==> src/rtl/core/md5_pkg.sv <==
// ----------------------------------------------------------------------------
// md5_pkg
// Shared types, constants and round tables of the md5 digest engine.
// ----------------------------------------------------------------------------
package md5_pkg;

  typedef struct packed {
    logic        last_word;
    logic [2:0]  byte_count;
    logic [31:0] data_word;
  } md5_in_t;

  typedef struct packed {
    logic [63:0] digest_high;
    logic [63:0] digest_low;
  } md5_out_t;

  // request from the sequencer to the block memory
  typedef struct packed {
    logic        wr_en;
    logic [3:0]  wr_addr;
    logic [31:0] wr_data;
    logic [3:0]  rd_addr;
  } md5_mem_req_t;

  localparam logic [31:0] INIT_A = 32'h67452301;
  localparam logic [31:0] INIT_B = 32'hefcdab89;
  localparam logic [31:0] INIT_C = 32'h98badcfe;
  localparam logic [31:0] INIT_D = 32'h10325476;

  localparam logic [31:0] PAD_BYTE = 32'h0000_0080;
  localparam logic [3:0]  LEN_LO_IDX = 4'd14;

  function automatic logic [31:0] md5_sine(input logic [5:0] i);
    logic [31:0] k;
    case (i)
      6'd0: k = 32'hd76aa478;  6'd1: k = 32'he8c7b756;  6'd2: k = 32'h242070db;
      6'd3: k = 32'hc1bdceee;  6'd4: k = 32'hf57c0faf;  6'd5: k = 32'h4787c62a;
      6'd6: k = 32'ha8304613;  6'd7: k = 32'hfd469501;  6'd8: k = 32'h698098d8;
      6'd9: k = 32'h8b44f7af;  6'd10: k = 32'hffff5bb1; 6'd11: k = 32'h895cd7be;
      6'd12: k = 32'h6b901122; 6'd13: k = 32'hfd987193; 6'd14: k = 32'ha679438e;
      6'd15: k = 32'h49b40821; 6'd16: k = 32'hf61e2562; 6'd17: k = 32'hc040b340;
      6'd18: k = 32'h265e5a51; 6'd19: k = 32'he9b6c7aa; 6'd20: k = 32'hd62f105d;
      6'd21: k = 32'h02441453; 6'd22: k = 32'hd8a1e681; 6'd23: k = 32'he7d3fbc8;
      6'd24: k = 32'h21e1cde6; 6'd25: k = 32'hc33707d6; 6'd26: k = 32'hf4d50d87;
      6'd27: k = 32'h455a14ed; 6'd28: k = 32'ha9e3e905; 6'd29: k = 32'hfcefa3f8;
      6'd30: k = 32'h676f02d9; 6'd31: k = 32'h8d2a4c8a; 6'd32: k = 32'hfffa3942;
      6'd33: k = 32'h8771f681; 6'd34: k = 32'h6d9d6122; 6'd35: k = 32'hfde5380c;
      6'd36: k = 32'ha4beea44; 6'd37: k = 32'h4bdecfa9; 6'd38: k = 32'hf6bb4b60;
      6'd39: k = 32'hbebfbc70; 6'd40: k = 32'h289b7ec6; 6'd41: k = 32'heaa127fa;
      6'd42: k = 32'hd4ef3085; 6'd43: k = 32'h04881d05; 6'd44: k = 32'hd9d4d039;
      6'd45: k = 32'he6db99e5; 6'd46: k = 32'h1fa27cf8; 6'd47: k = 32'hc4ac5665;
      6'd48: k = 32'hf4292244; 6'd49: k = 32'h432aff97; 6'd50: k = 32'hab9423a7;
      6'd51: k = 32'hfc93a039; 6'd52: k = 32'h655b59c3; 6'd53: k = 32'h8f0ccc92;
      6'd54: k = 32'hffeff47d; 6'd55: k = 32'h85845dd1; 6'd56: k = 32'h6fa87e4f;
      6'd57: k = 32'hfe2ce6e0; 6'd58: k = 32'ha3014314; 6'd59: k = 32'h4e0811a1;
      6'd60: k = 32'hf7537e82; 6'd61: k = 32'hbd3af235; 6'd62: k = 32'h2ad7d2bb;
      6'd63: k = 32'heb86d391;
      default: k = 32'h0;
    endcase
    return k;
  endfunction

  function automatic logic [4:0] md5_shift(input logic [5:0] i);
    logic [4:0] s;
    case ({i[5:4], i[1:0]})
      4'd0: s = 5'd7;   4'd1: s = 5'd12;  4'd2: s = 5'd17;  4'd3: s = 5'd22;
      4'd4: s = 5'd5;   4'd5: s = 5'd9;   4'd6: s = 5'd14;  4'd7: s = 5'd20;
      4'd8: s = 5'd4;   4'd9: s = 5'd11;  4'd10: s = 5'd16; 4'd11: s = 5'd23;
      4'd12: s = 5'd6;  4'd13: s = 5'd10; 4'd14: s = 5'd15; 4'd15: s = 5'd21;
      default: s = 5'd0;
    endcase
    return s;
  endfunction

  // message word used by round i
  function automatic logic [3:0] md5_word_sel(input logic [5:0] i);
    logic [3:0] g;
    logic [3:0] n;
    n = i[3:0];
    case (i[5:4])
      2'd0: g = n;
      2'd1: g = 4'((n << 2) + n + 4'd1);
      2'd2: g = 4'((n << 1) + n + 4'd5);
      default: g = 4'((n << 3) - n);
    endcase
    return g;
  endfunction

endpackage

==> src/rtl/core/md5_digest_engine.sv <==
// ----------------------------------------------------------------------------
// md5_digest_engine
// MD5 digest over a stream of little-endian 32-bit words with padding.
// ----------------------------------------------------------------------------
//  channel | ports                       | payload
//  input   | in_valid in_stall in_item   | data_word byte_count last_word
//  output  | out_valid out_stall out_item| digest_low digest_high
//
// a non-final word is written directly; one that completes a block also starts
// a compression (a read, 64 rounds on the shared round unit, one chaining add)
// the final word writes its padding one word per cycle plus one or two
// compressions; the digest sits in an output register until taken
// reset clears control, chaining words and length; block memory is not cleared
// a stalled digest blocks the next final word only
module md5_digest_engine (
  input  logic              clk,
  input  logic              rst_n,
  input  logic              in_valid,
  output logic              in_stall,
  input  md5_pkg::md5_in_t  in_item,
  output logic              out_valid,
  input  logic              out_stall,
  output md5_pkg::md5_out_t out_item
);
  import md5_pkg::*;

  typedef enum logic [2:0] {S_IDLE, S_PAD, S_READ, S_RUN, S_ADD} state_t;

  state_t       state_r, state_nxt;
  logic [3:0]   idx_r, idx_nxt;
  logic [63:0]  len_r, len_nxt;
  logic [127:0] chain_r, chain_nxt;
  logic [5:0]   rnd_r, rnd_nxt;
  logic         fin_r, fin_nxt;    // final word seen, padding in progress
  logic         hold_r, hold_nxt;  // four-byte final: 0x80 word still to write
  logic         len_blk_r, len_blk_nxt;  // this block takes the length words
  logic         out_valid_r, out_valid_nxt;
  md5_out_t     out_item_r, out_item_nxt;

  md5_mem_req_t req;
  logic [31:0]  rd_data;
  logic [127:0] words;
  logic         accept;
  logic [2:0]   bc;
  logic [31:0]  mask, padw;

  md5_block_ram u_ram (.clk(clk), .req(req), .rd_data(rd_data));

  md5_round u_round (
    .clk(clk), .load(state_r == S_READ), .load_val(chain_r),
    .step(state_r == S_RUN), .rnd(rnd_r), .msg_word(rd_data), .words(words)
  );

  assign in_stall = (state_r != S_IDLE) || (in_item.last_word && out_valid_r);
  assign accept   = in_valid && !in_stall;
  assign bc       = (in_item.byte_count > 3'd4) ? 3'd4 : in_item.byte_count;
  assign mask     = 32'((33'd1 << {bc, 3'b000}) - 33'd1);
  assign padw     = (in_item.data_word & mask) | 32'(PAD_BYTE << {bc, 3'b000});

  // sequencing of writes, padding, compression and digest
  always_comb begin
    state_nxt     = state_r;
    idx_nxt       = idx_r;
    len_nxt       = len_r;
    chain_nxt     = chain_r;
    rnd_nxt       = rnd_r;
    fin_nxt       = fin_r;
    hold_nxt      = hold_r;
    len_blk_nxt   = len_blk_r;
    out_valid_nxt = out_valid_r && out_stall;
    out_item_nxt  = out_item_r;
    req.wr_en     = 1'b0;
    req.wr_addr   = idx_r;
    req.wr_data   = 32'h0;
    req.rd_addr   = md5_word_sel(rnd_nxt);
    case (state_r)
      S_IDLE: begin
        if (accept) begin
          req.wr_en = 1'b1;
          idx_nxt   = idx_r + 4'd1;
          if (!in_item.last_word) begin
            req.wr_data = in_item.data_word;
            len_nxt     = len_r + 64'd32;
            if (idx_r == 4'd15) state_nxt = S_READ;
          end else begin
            len_nxt  = len_r + 64'({bc, 3'b000});
            fin_nxt  = 1'b1;
            hold_nxt = (bc == 3'd4);
            // length fits behind the pad byte only up to word 13
            len_blk_nxt = (bc != 3'd4) && (idx_r <= 4'd13);
            req.wr_data = (bc == 3'd4) ? in_item.data_word : padw;
            state_nxt = (idx_r == 4'd15) ? S_READ : S_PAD;
          end
          rnd_nxt     = 6'd0;
          req.rd_addr = 4'd0;
        end
      end
      S_PAD: begin
        req.wr_en = 1'b1;
        idx_nxt   = idx_r + 4'd1;
        if (hold_r) begin
          req.wr_data = PAD_BYTE;
          hold_nxt    = 1'b0;
          len_blk_nxt = (idx_r <= 4'd13);
        end else if (len_blk_r && idx_r == LEN_LO_IDX) begin
          req.wr_data = len_r[31:0];
        end else if (len_blk_r && idx_r == 4'd15) begin
          req.wr_data = len_r[63:32];
        end else begin
          req.wr_data = 32'h0;
        end
        rnd_nxt     = 6'd0;
        req.rd_addr = 4'd0;
        if (idx_r == 4'd15) state_nxt = S_READ;
      end
      S_READ: begin
        rnd_nxt     = 6'd0;
        req.rd_addr = md5_word_sel(6'd0);
        state_nxt   = S_RUN;
      end
      S_RUN: begin
        rnd_nxt     = rnd_r + 6'd1;
        req.rd_addr = md5_word_sel(6'(rnd_r + 6'd1));
        if (rnd_r == 6'd63) state_nxt = S_ADD;
      end
      S_ADD: begin
        for (int k = 0; k < 4; k++) begin
          chain_nxt[k*32 +: 32] = chain_r[k*32 +: 32] + words[k*32 +: 32];
        end
        // padding done when the length words were just compressed
        if (fin_r && len_blk_r) begin
          out_valid_nxt = 1'b1;
          out_item_nxt  = chain_nxt;
          chain_nxt     = {INIT_D, INIT_C, INIT_B, INIT_A};
          len_nxt       = 64'h0;
          fin_nxt       = 1'b0;
          len_blk_nxt   = 1'b0;
          state_nxt     = S_IDLE;
        end else if (fin_r) begin
          // extra block of padding carries the length
          len_blk_nxt = 1'b1;
          state_nxt   = S_PAD;
        end else begin
          state_nxt = S_IDLE;
        end
      end
      default: state_nxt = S_IDLE;
    endcase
  end

  // control and registered outputs
  always_ff @(posedge clk) begin
    if (!rst_n) begin
      state_r     <= S_IDLE;
      idx_r       <= 4'd0;
      len_r       <= 64'h0;
      chain_r     <= {INIT_D, INIT_C, INIT_B, INIT_A};
      rnd_r       <= 6'd0;
      fin_r       <= 1'b0;
      hold_r      <= 1'b0;
      len_blk_r   <= 1'b0;
      out_valid_r <= 1'b0;
    end else begin
      state_r     <= state_nxt;
      idx_r       <= idx_nxt;
      len_r       <= len_nxt;
      chain_r     <= chain_nxt;
      rnd_r       <= rnd_nxt;
      fin_r       <= fin_nxt;
      hold_r      <= hold_nxt;
      len_blk_r   <= len_blk_nxt;
      out_valid_r <= out_valid_nxt;
    end
    out_item_r <= out_item_nxt;
  end

  assign out_valid = out_valid_r;
  assign out_item  = out_item_r;

  a_stall_busy: assert property (@(posedge clk) disable iff (!rst_n)
    (state_r == S_RUN) |-> in_stall) else $error("item taken during compression");
  a_round_seq: assert property (@(posedge clk) disable iff (!rst_n)
    (state_r == S_RUN && rnd_r != 6'd63) |=> (state_r == S_RUN && rnd_r == $past(rnd_r) + 6'd1))
    else $error("round counter skipped");
  a_digest_src: assert property (@(posedge clk) disable iff (!rst_n)
    (out_valid && !$past(out_valid)) |-> ($past(state_r) == S_ADD))
    else $error("digest not from chaining add");
  a_idle_after: assert property (@(posedge clk) disable iff (!rst_n)
    $rose(out_valid) |-> (state_r == S_IDLE && idx_r == 4'd0))
    else $error("engine not restarted after digest");

endmodule

==> src/rtl/core/md5_block_ram.sv <==
// ----------------------------------------------------------------------------
// md5_block_ram
// Sixteen-word message block store, one write and one registered read port.
// ----------------------------------------------------------------------------
module md5_block_ram (
  input  logic                  clk,
  input  md5_pkg::md5_mem_req_t req,
  output logic [31:0]           rd_data
);
  import md5_pkg::*;

  logic [31:0] mem [16];

  // write port and registered read port
  always_ff @(posedge clk) begin
    if (req.wr_en) begin
      mem[req.wr_addr] <= req.wr_data;
    end
    rd_data <= mem[req.rd_addr];
  end

endmodule

==> src/rtl/core/md5_round.sv <==
// ----------------------------------------------------------------------------
// md5_round
// One MD5 round: mixing function, additions and rotation, working words held.
// ----------------------------------------------------------------------------
module md5_round (
  input  logic         clk,
  input  logic         load,
  input  logic [127:0] load_val,
  input  logic         step,
  input  logic [5:0]   rnd,
  input  logic [31:0]  msg_word,
  output logic [127:0] words
);
  import md5_pkg::*;

  logic [31:0] a_r, b_r, c_r, d_r;
  logic [31:0] f, sum;
  logic [63:0] dbl;
  logic [4:0]  sh;

  // mixing function of the round group
  always_comb begin
    case (rnd[5:4])
      2'd0: f = d_r ^ (b_r & (c_r ^ d_r));
      2'd1: f = c_r ^ (d_r & (b_r ^ c_r));
      2'd2: f = b_r ^ c_r ^ d_r;
      default: f = c_r ^ (b_r | ~d_r);
    endcase
    sum = f + a_r + md5_sine(rnd) + msg_word;
    sh  = md5_shift(rnd);
    dbl = {sum, sum} << sh;
  end

  // working words
  always_ff @(posedge clk) begin
    if (load) begin
      {d_r, c_r, b_r, a_r} <= load_val;
    end else if (step) begin
      a_r <= d_r;
      d_r <= c_r;
      c_r <= b_r;
      b_r <= b_r + dbl[63:32];
    end
  end

  assign words = {d_r, c_r, b_r, a_r};

endmodule
==> config.mk <==
export PLATFORM = sky130hd
export DESIGN_NAME = md5_digest_engine
export DESIGN_NICKNAME = d
export VERILOG_FILES = /design/src/rtl/core/md5_pkg.sv /design/src/rtl/core/md5_digest_engine.sv /design/src/rtl/core/md5_block_ram.sv /design/src/rtl/core/md5_round.sv
export SDC_FILE = /design/constraint.sdc
export NUM_CORES = 2
export LEC_CHECK = 0
export BUFFER_PORTS_ARGS = -buffer_cell sky130_fd_sc_hd__buf_2
export CAP_MARGIN = 30
export CORE_UTILIZATION = 45
export CTS_BUF_LIST = sky130_fd_sc_hd__clkbuf_4 sky130_fd_sc_hd__clkbuf_8
export DETAILED_ROUTE_END_ITERATION = 6
export SYNTH_ARGS = -nofsm -noshare
export SYNTH_HDL_FRONTEND = slang
export SYNTH_SLANG_ARGS = --single-unit
==> constraint.sdc <==
create_clock -name clk -period 26.9 [get_ports clk]
set_input_delay 1.345 -clock clk [delete_from_list [all_inputs] [get_ports clk]]
set_output_delay 1.345 -clock clk [all_outputs]
set_load 0.02 [all_outputs]
Word-level counts from Yosys, hierarchy flattened --
Memories as Yosys holds them, arrays and structs flattened. A register that Yosys moved wholly into a read port is not among the register bits. Index checks and enable logic that the tools add are counted.
Operators by class: muxes and demuxes 60, equal/unequal tests 19, reductions and logical operators 27, bitwise gates (word level) 12, magnitude comparators 2, $add $sub $neg 23, shift operators 3
Operator list (number):
- 32-bit two-way mux | 13
- 32-bit adder | 8
- 64-bit two-way mux | 3
- 32-bit XOR | 6
- 128-bit two-way mux | 1
- 64-bit case mux with 2 select lines | 1
- 32-bit bitwise AND | 3
- 32-bit case mux with 3 select lines | 1
- 64-bit by 6-bit adder with 64-bit output | 1
- 64-bit by 6-bit adder with 64-bit output (second input constant) | 1
- 32-bit OR | 2
- 32-bit case mux with 2 select lines | 1
- 64-bit by 5-bit left shift with 64-bit output | 1
- 36-bit two-way mux | 1
- 4-bit case mux with 3 select lines | 3
- 32-bit NOT | 1
- 1-bit by 6-bit left shift with 32-bit output (first input constant) | 1
- 8-bit by 6-bit left shift with 32-bit output (first input constant) | 1
- 32-bit by 1-bit subtractor with 32-bit output (second input constant) | 1
- 6-bit two-way mux | 3
- 6-bit case mux with 3 select lines | 1
- 1-bit two-way mux | 17
- 4-bit adder | 4
- 3-bit two-way mux | 5
- other kinds (33) | 66
Word-level totals: ROM bits 2128, output and inout bits 130, input port bits 40, memories kept 3, logic and storage cells 164, RAM bits 512, register bits 465
Memory list:
- (name not given) | depth 64, width 32, read ports 1, clocked after Yosys merged registers in 1, write ports 0, line md5_pkg.sv:36 | case (i)
- u_ram.mem | depth 16, width 32, read ports 1, clocked after Yosys merged registers in 1, write ports 1, line md5_block_ram.sv:12 | logic [31:0] mem [16];
- (name not given) | depth 16, width 5, read ports 1, clocked after Yosys merged registers in 1, write ports 0, line md5_pkg.sv:66 | case ({i[5:4], i[1:0]})

Logic depth before layout (Yosys ltp) --
word-level depth 11, gate-level depth with buffers 39, mapped depth without buffers 36

By module --
A second synthesis with hierarchy kept.
Unflattened totals: cells, all modules 5007, area total of the unflattened synthesis 56538.0 um2
By module, submodules not included:
- md5_block_ram | area each 19835.3 um2, cells each 838, sequential area each 16015.4 um2, instances 1
- md5_digest_engine | area each 19441.1 um2, cells each 2053, sequential area each 7967.6 um2, instances 1
- md5_round | area each 17261.6 um2, cells each 2116, sequential area each 3843.7 um2, instances 1

Least setup slack after synthesis --
No wires, ideal clock.
kind register to register, start register state_r[1], end register (tool-made name), arrival time 9467 ps, clock period less this slack 9599 ps, buffers on the path 3, slack 17301 ps, cell stages (with the launch flop) 14, library setup time 132 ps, required time 26768 ps, cells stage by stage dfxtp_1 -> buf_2 -> nor2b_1 -> nand2_1 -> o22ai_1 -> nand2_1 -> ha_1 -> clkbuf_1 -> buf_1 -> nor2_1 -> a21oi_1 -> o22ai_1 -> a211oi_1 -> a21oi_1
RTL lines:
- start, declared | line md5_digest_engine.sv:29 | state_t state_r, state_nxt;
- start signal, assigned | line md5_digest_engine.sv:164 | state_r <= state_nxt;

Final worst setup path --
start register rnd_r[4], end register u_round.b_r[31], data pin
Between the ends: longest elaborated chain between the ends 9, elaborated cells between the ends (all ways) 11, those cells by class add/sub (4); eq/ne (2); shift (1); mux (3); reduce/logical (1)
RTL lines:
- start, declared | line md5_digest_engine.sv:33 | logic [5:0] rnd_r, rnd_nxt;
- start signal, assigned | line md5_digest_engine.sv:168 | rnd_r <= rnd_nxt;
- 2-bit equality test, or another cell as far along | line md5_round.sv:23 | case (rnd[5:4])
- 32-bit case mux with 3 select lines * | line md5_round.sv:23
- 32-bit adder * (3 in series) | line md5_round.sv:29 | sum = f + a_r + md5_sine(rnd) + msg_word;
- 64-bit by 5-bit left shift with 64-bit output * | line md5_round.sv:31 | dbl = {sum, sum} << sh;
- 32-bit adder * | line md5_round.sv:42 | b_r <= b_r + dbl[63:32];
- 32-bit two-way mux * | line md5_round.sv:38 | end else if (step) begin
- 32-bit two-way mux * | line md5_round.sv:36 | if (load) begin
- end signal, assigned | line md5_round.sv:37 | {d_r, c_r, b_r, a_r} <= load_val;
- end signal, assigned | line md5_round.sv:42
- end, declared | line md5_round.sv:16 | logic [31:0] a_r, b_r, c_r, d_r;
Mark *: on every way between the ends. The rest lies on a longest branch, timed or not. The select of a mux whose other input is x is not followed. A chain may end at the register's enable or synchronous reset.

==> run metrics <==
status=complete, no violations; TNS Setup=0 ps; hold path start=len_r[63]; Worst Hold Endpoint=len_r[63]; DRC=0; filler instances=11330; final setup fails=0; syn_nets=5899; Yosys cell types=91; Antenna Nets Post-Route=0; # resized after CTS=0; Root Buffer=clkbuf_8; vias per std cell=5.993; Compound-Gate Fraction of Synth Area=0.1857; Worst EP arrival=~11000 ps; Worst setup startpoint=rnd_r[4]; total of max-cap violations=0; Setup crit start kind=register; cells after synthesis=5565; Critical R2R Launch=rnd_r[4]; largest family of logic cells by synthesized area=compound AO/OA/AOI/OAI gates; skew final=about 62 ps; final wirelength=182.5 mm; Post-Synth XOR/XNOR Area=0.04162; Ports=170; R2R depth=34; Initial DRC Count=roughly 4800; largest net degree at the start of global routing=a little under 200; sw frac=0.2825; CP top delay family=compound AO/OA/AOI/OAI gates; Yosys Warn Count=0; slowest stage delay, CP=around 830 ps; PortBufs=~170; register area share after synthesis=0.4981; Min Clock Period, post-route=9944 ps; most frequent cells in the layout=768 x edfxtp_1, 715 x nand2_1, 382 x a21oi_1; commonest non-fill, non-tap cell in the layout=edfxtp_1; global placement routability congestion=0.9841; DR WL/cell=~24 µm; initial core utilization=0.4550; Setup CP Type=register to register; simple-gate share of the synthesized area=0.1176; P&R area growth vs syn=11.59%; fin nets=6022; Global Route Usage Sum=0.2760; worst-margin pin slew=roughly 1100 ps; WP buf/inv=3; Clk Latency, worst-skew pair=around 950 ps; Max IR drop VDD=0.05447 mV; pwr dens=63.64 mW/mm²; dpl hpwl=~120 mm; H-tree Lvls=4; reg2reg end=u_round.b_r[31]; headroom to the max-slew limit=0.2812; vias in the first global route=roughly 42000; routed via count=approximately 45000; max-slew violations=0; total power=about 4100 µW; Hold WC Path Type=register to register; final hold vios=0; post-CTS setup buffers=0; mux cell area share after synthesis=0.03868; crit end category=register; Int Pwr=2922 µW; Worst path slowest cell=buf_4; Primary FF master, synth=edfxtp_1; clk buf depth=3; sequential group share of total power=0.438; Syn Area/Cell=~10 µm²; TritonCTS clock tree=done; clock-pin slew on the worst setup and hold paths=~70 ps; layout cells sized above 1=0.1323; Hold Path Depth=2; Post-Synth Adder-Cell Area=0.07840; most frequent CP cell=a21oi_1; first-pass GRT wire length=between 200 and 300 mm; number of flops mapped to enable cells by yosys=roughly 770; period utilization=0.3697; First-pass DRT Iterations=6; Die Ht=~360 µm; core area=roughly 0.13 mm²; Critical Path Fanout Max=slightly below 80; clock sink count=1043; post-place setup slack=17160 ps; initial antenna violation count=10; Post-CTS Hold Fix Bufs=0; GRT Residual Overflow=0; Die ar.=between 0.1 and 0.15 mm²; asr flop ratio synth=0; RSZ-0062 raised after global routing=no; clock power share=0.379; num rows=130; TritonCTS buffer count=178; reg2reg setup slack=16960 ps; Achievable Freq=roughly 100 MHz; NetSw=1150 µW; flops & latches, synth=between 1000 and 1500; leakage power=between 0.02 and 0.025 µW; Logic pwr share=0.184; worst path required time=between 20000 and 30000 ps; Cell Area, Synth=between 0.05 and 0.06 mm²; PnR worst setup slack=approximately 17000 ps; Die Wd=359.0 µm
[power by group through the flow]
stage | clock, µW | sequential, µW | combinational [µW]
finish | 1540 | 1780 | 749
global route | 1640 | 1780 | 819
CTS | 1570 | 1780 | 738
detailed placement | 0 | 1820 | 735
global placement | 0 | 1820 | 729
floorplan | 0 | 1810 | 536
[tightest hold or removal path, stage by stage, from the launching register on]
cell and delay, ps:
dfxtp_1 320, o21ai_0 70, a21oi_1 60
[worst max path at each step]
stage                            to  depth (start not counted)
global route        u_round.b_r[31]                         34
floorplan                  register                         13
detailed placement  u_round.b_r[31]                         34
CTS                 u_round.b_r[31]                         34
global placement    u_round.b_r[30]                         34
finish              u_round.b_r[31]                         34
[stage by stage]
step	area (µm²)	cells	util	hold WS (ps)
after floorplan	57350	5565	-	458.5
after global placement	60040	7152	0.4763	471.0
after detailed placement	60090	7156	0.4766	487.3
after CTS	63950	7490	0.5073	498.8
after global routing	64000	7493	0.5077	512.6
final	64000	7493	0.5077	495.8
[per-layer routing]
metal / vias to the layer above / GRT usage / wire length, µm
li1: 20790 / - / -
met1: 21920 / 0.3838 / 80040
met5: - / 0 / 35
met4: 6 / 0.1011 / 6439
met2: 1839 / 0.4310 / 82590
met3: 350 / 0.04817 / 13420
[cells in the mapped netlist (25+ instances only)]
| cell type | count | area [µm²] |
|---|---|---|
| edfxtp_1 | 768 | 23060 |
| nand2_1 | 718 | 2695 |
| a21oi_1 | 384 | 1922 |
| o21ai_0 | 321 | 1607 |
| nor2_1 | 293 | 1100 |
| clkbuf_1 | 285 | 1070 |
| dfxtp_1 | 275 | 5505 |
| inv_1 | 261 | 979.7 |
| ha_1 | 225 | 2815 |
| a211oi_1 | 162 | 1216 |
| a31oi_1 | 142 | 888.4 |
| xnor2_1 | 142 | 1244 |
| and2_1 | 141 | 882.1 |
| xor2_1 | 128 | 1121 |
| nand3_1 | 102 | 510.5 |
| a22oi_1 | 91 | 683.2 |
| mux2_2 | 90 | 1013 |
| a21o_1 | 83 | 623.1 |
| mux2i_1 | 81 | 810.8 |
| o22ai_1 | 78 | 488.0 |
| a311oi_1 | 69 | 604.3 |
| fa_1 | 69 | 1381 |
| nor3_1 | 51 | 255.2 |
| o22a_1 | 48 | 420.4 |
| buf_1 | 41 | 153.9 |
| nand2b_1 | 34 | 212.7 |
| nor2b_1 | 34 | 212.7 |
| o211ai_1 | 33 | 247.7 |
| o221ai_1 | 31 | 271.5 |
| maj3_1 | 30 | 300.3 |
| o21a_1 | 29 | 217.7 |
| nand4_1 | 28 | 175.2 |
| and3_1 | 25 | 156.4 |
| or3_1 | 25 | 156.4 |
[state kept, by name (all words and copies together) (netlist names), named ones only]
name and flops:
state_r 3, len_r 61, u_round.d_r 32, chain_r 128, out_item 128, idx_r 4, u_ram.rd_data 32, hold_r 1
fin_r 1, u_round.c_r 32, len_blk_r 1, u_round.b_r 32, u_round.a_r 32, rnd_r 6, out_valid 1, u_round.sh 5
u_ram.mem 512
[cell families after synthesis]
kind of cell             Yosys count
AO/OA/AOI/OAI                   1634
AND/OR/NAND/NOR                 1501
flip-flops                      1043
buffers and inverters            604
adder cells (fa/ha/maj)          324
XOR/XNOR                         271
multiplexers                     188
[layout make-up]
cell class              instances  area, µm²  area share
diodes                          1      2.502  0.00003910
clock buffers                 270       3259     0.05093
clock inverters                64      604.3    0.009443
inverters                     267       1007     0.01574
multi-input cells            3918      26730      0.4177
flip-flops and latches       1043      28570      0.4465
well taps                    1650       2064     0.03226
repair buffers                280       1755     0.02743
Note: power is estimated with default switching activity, not from simulation.
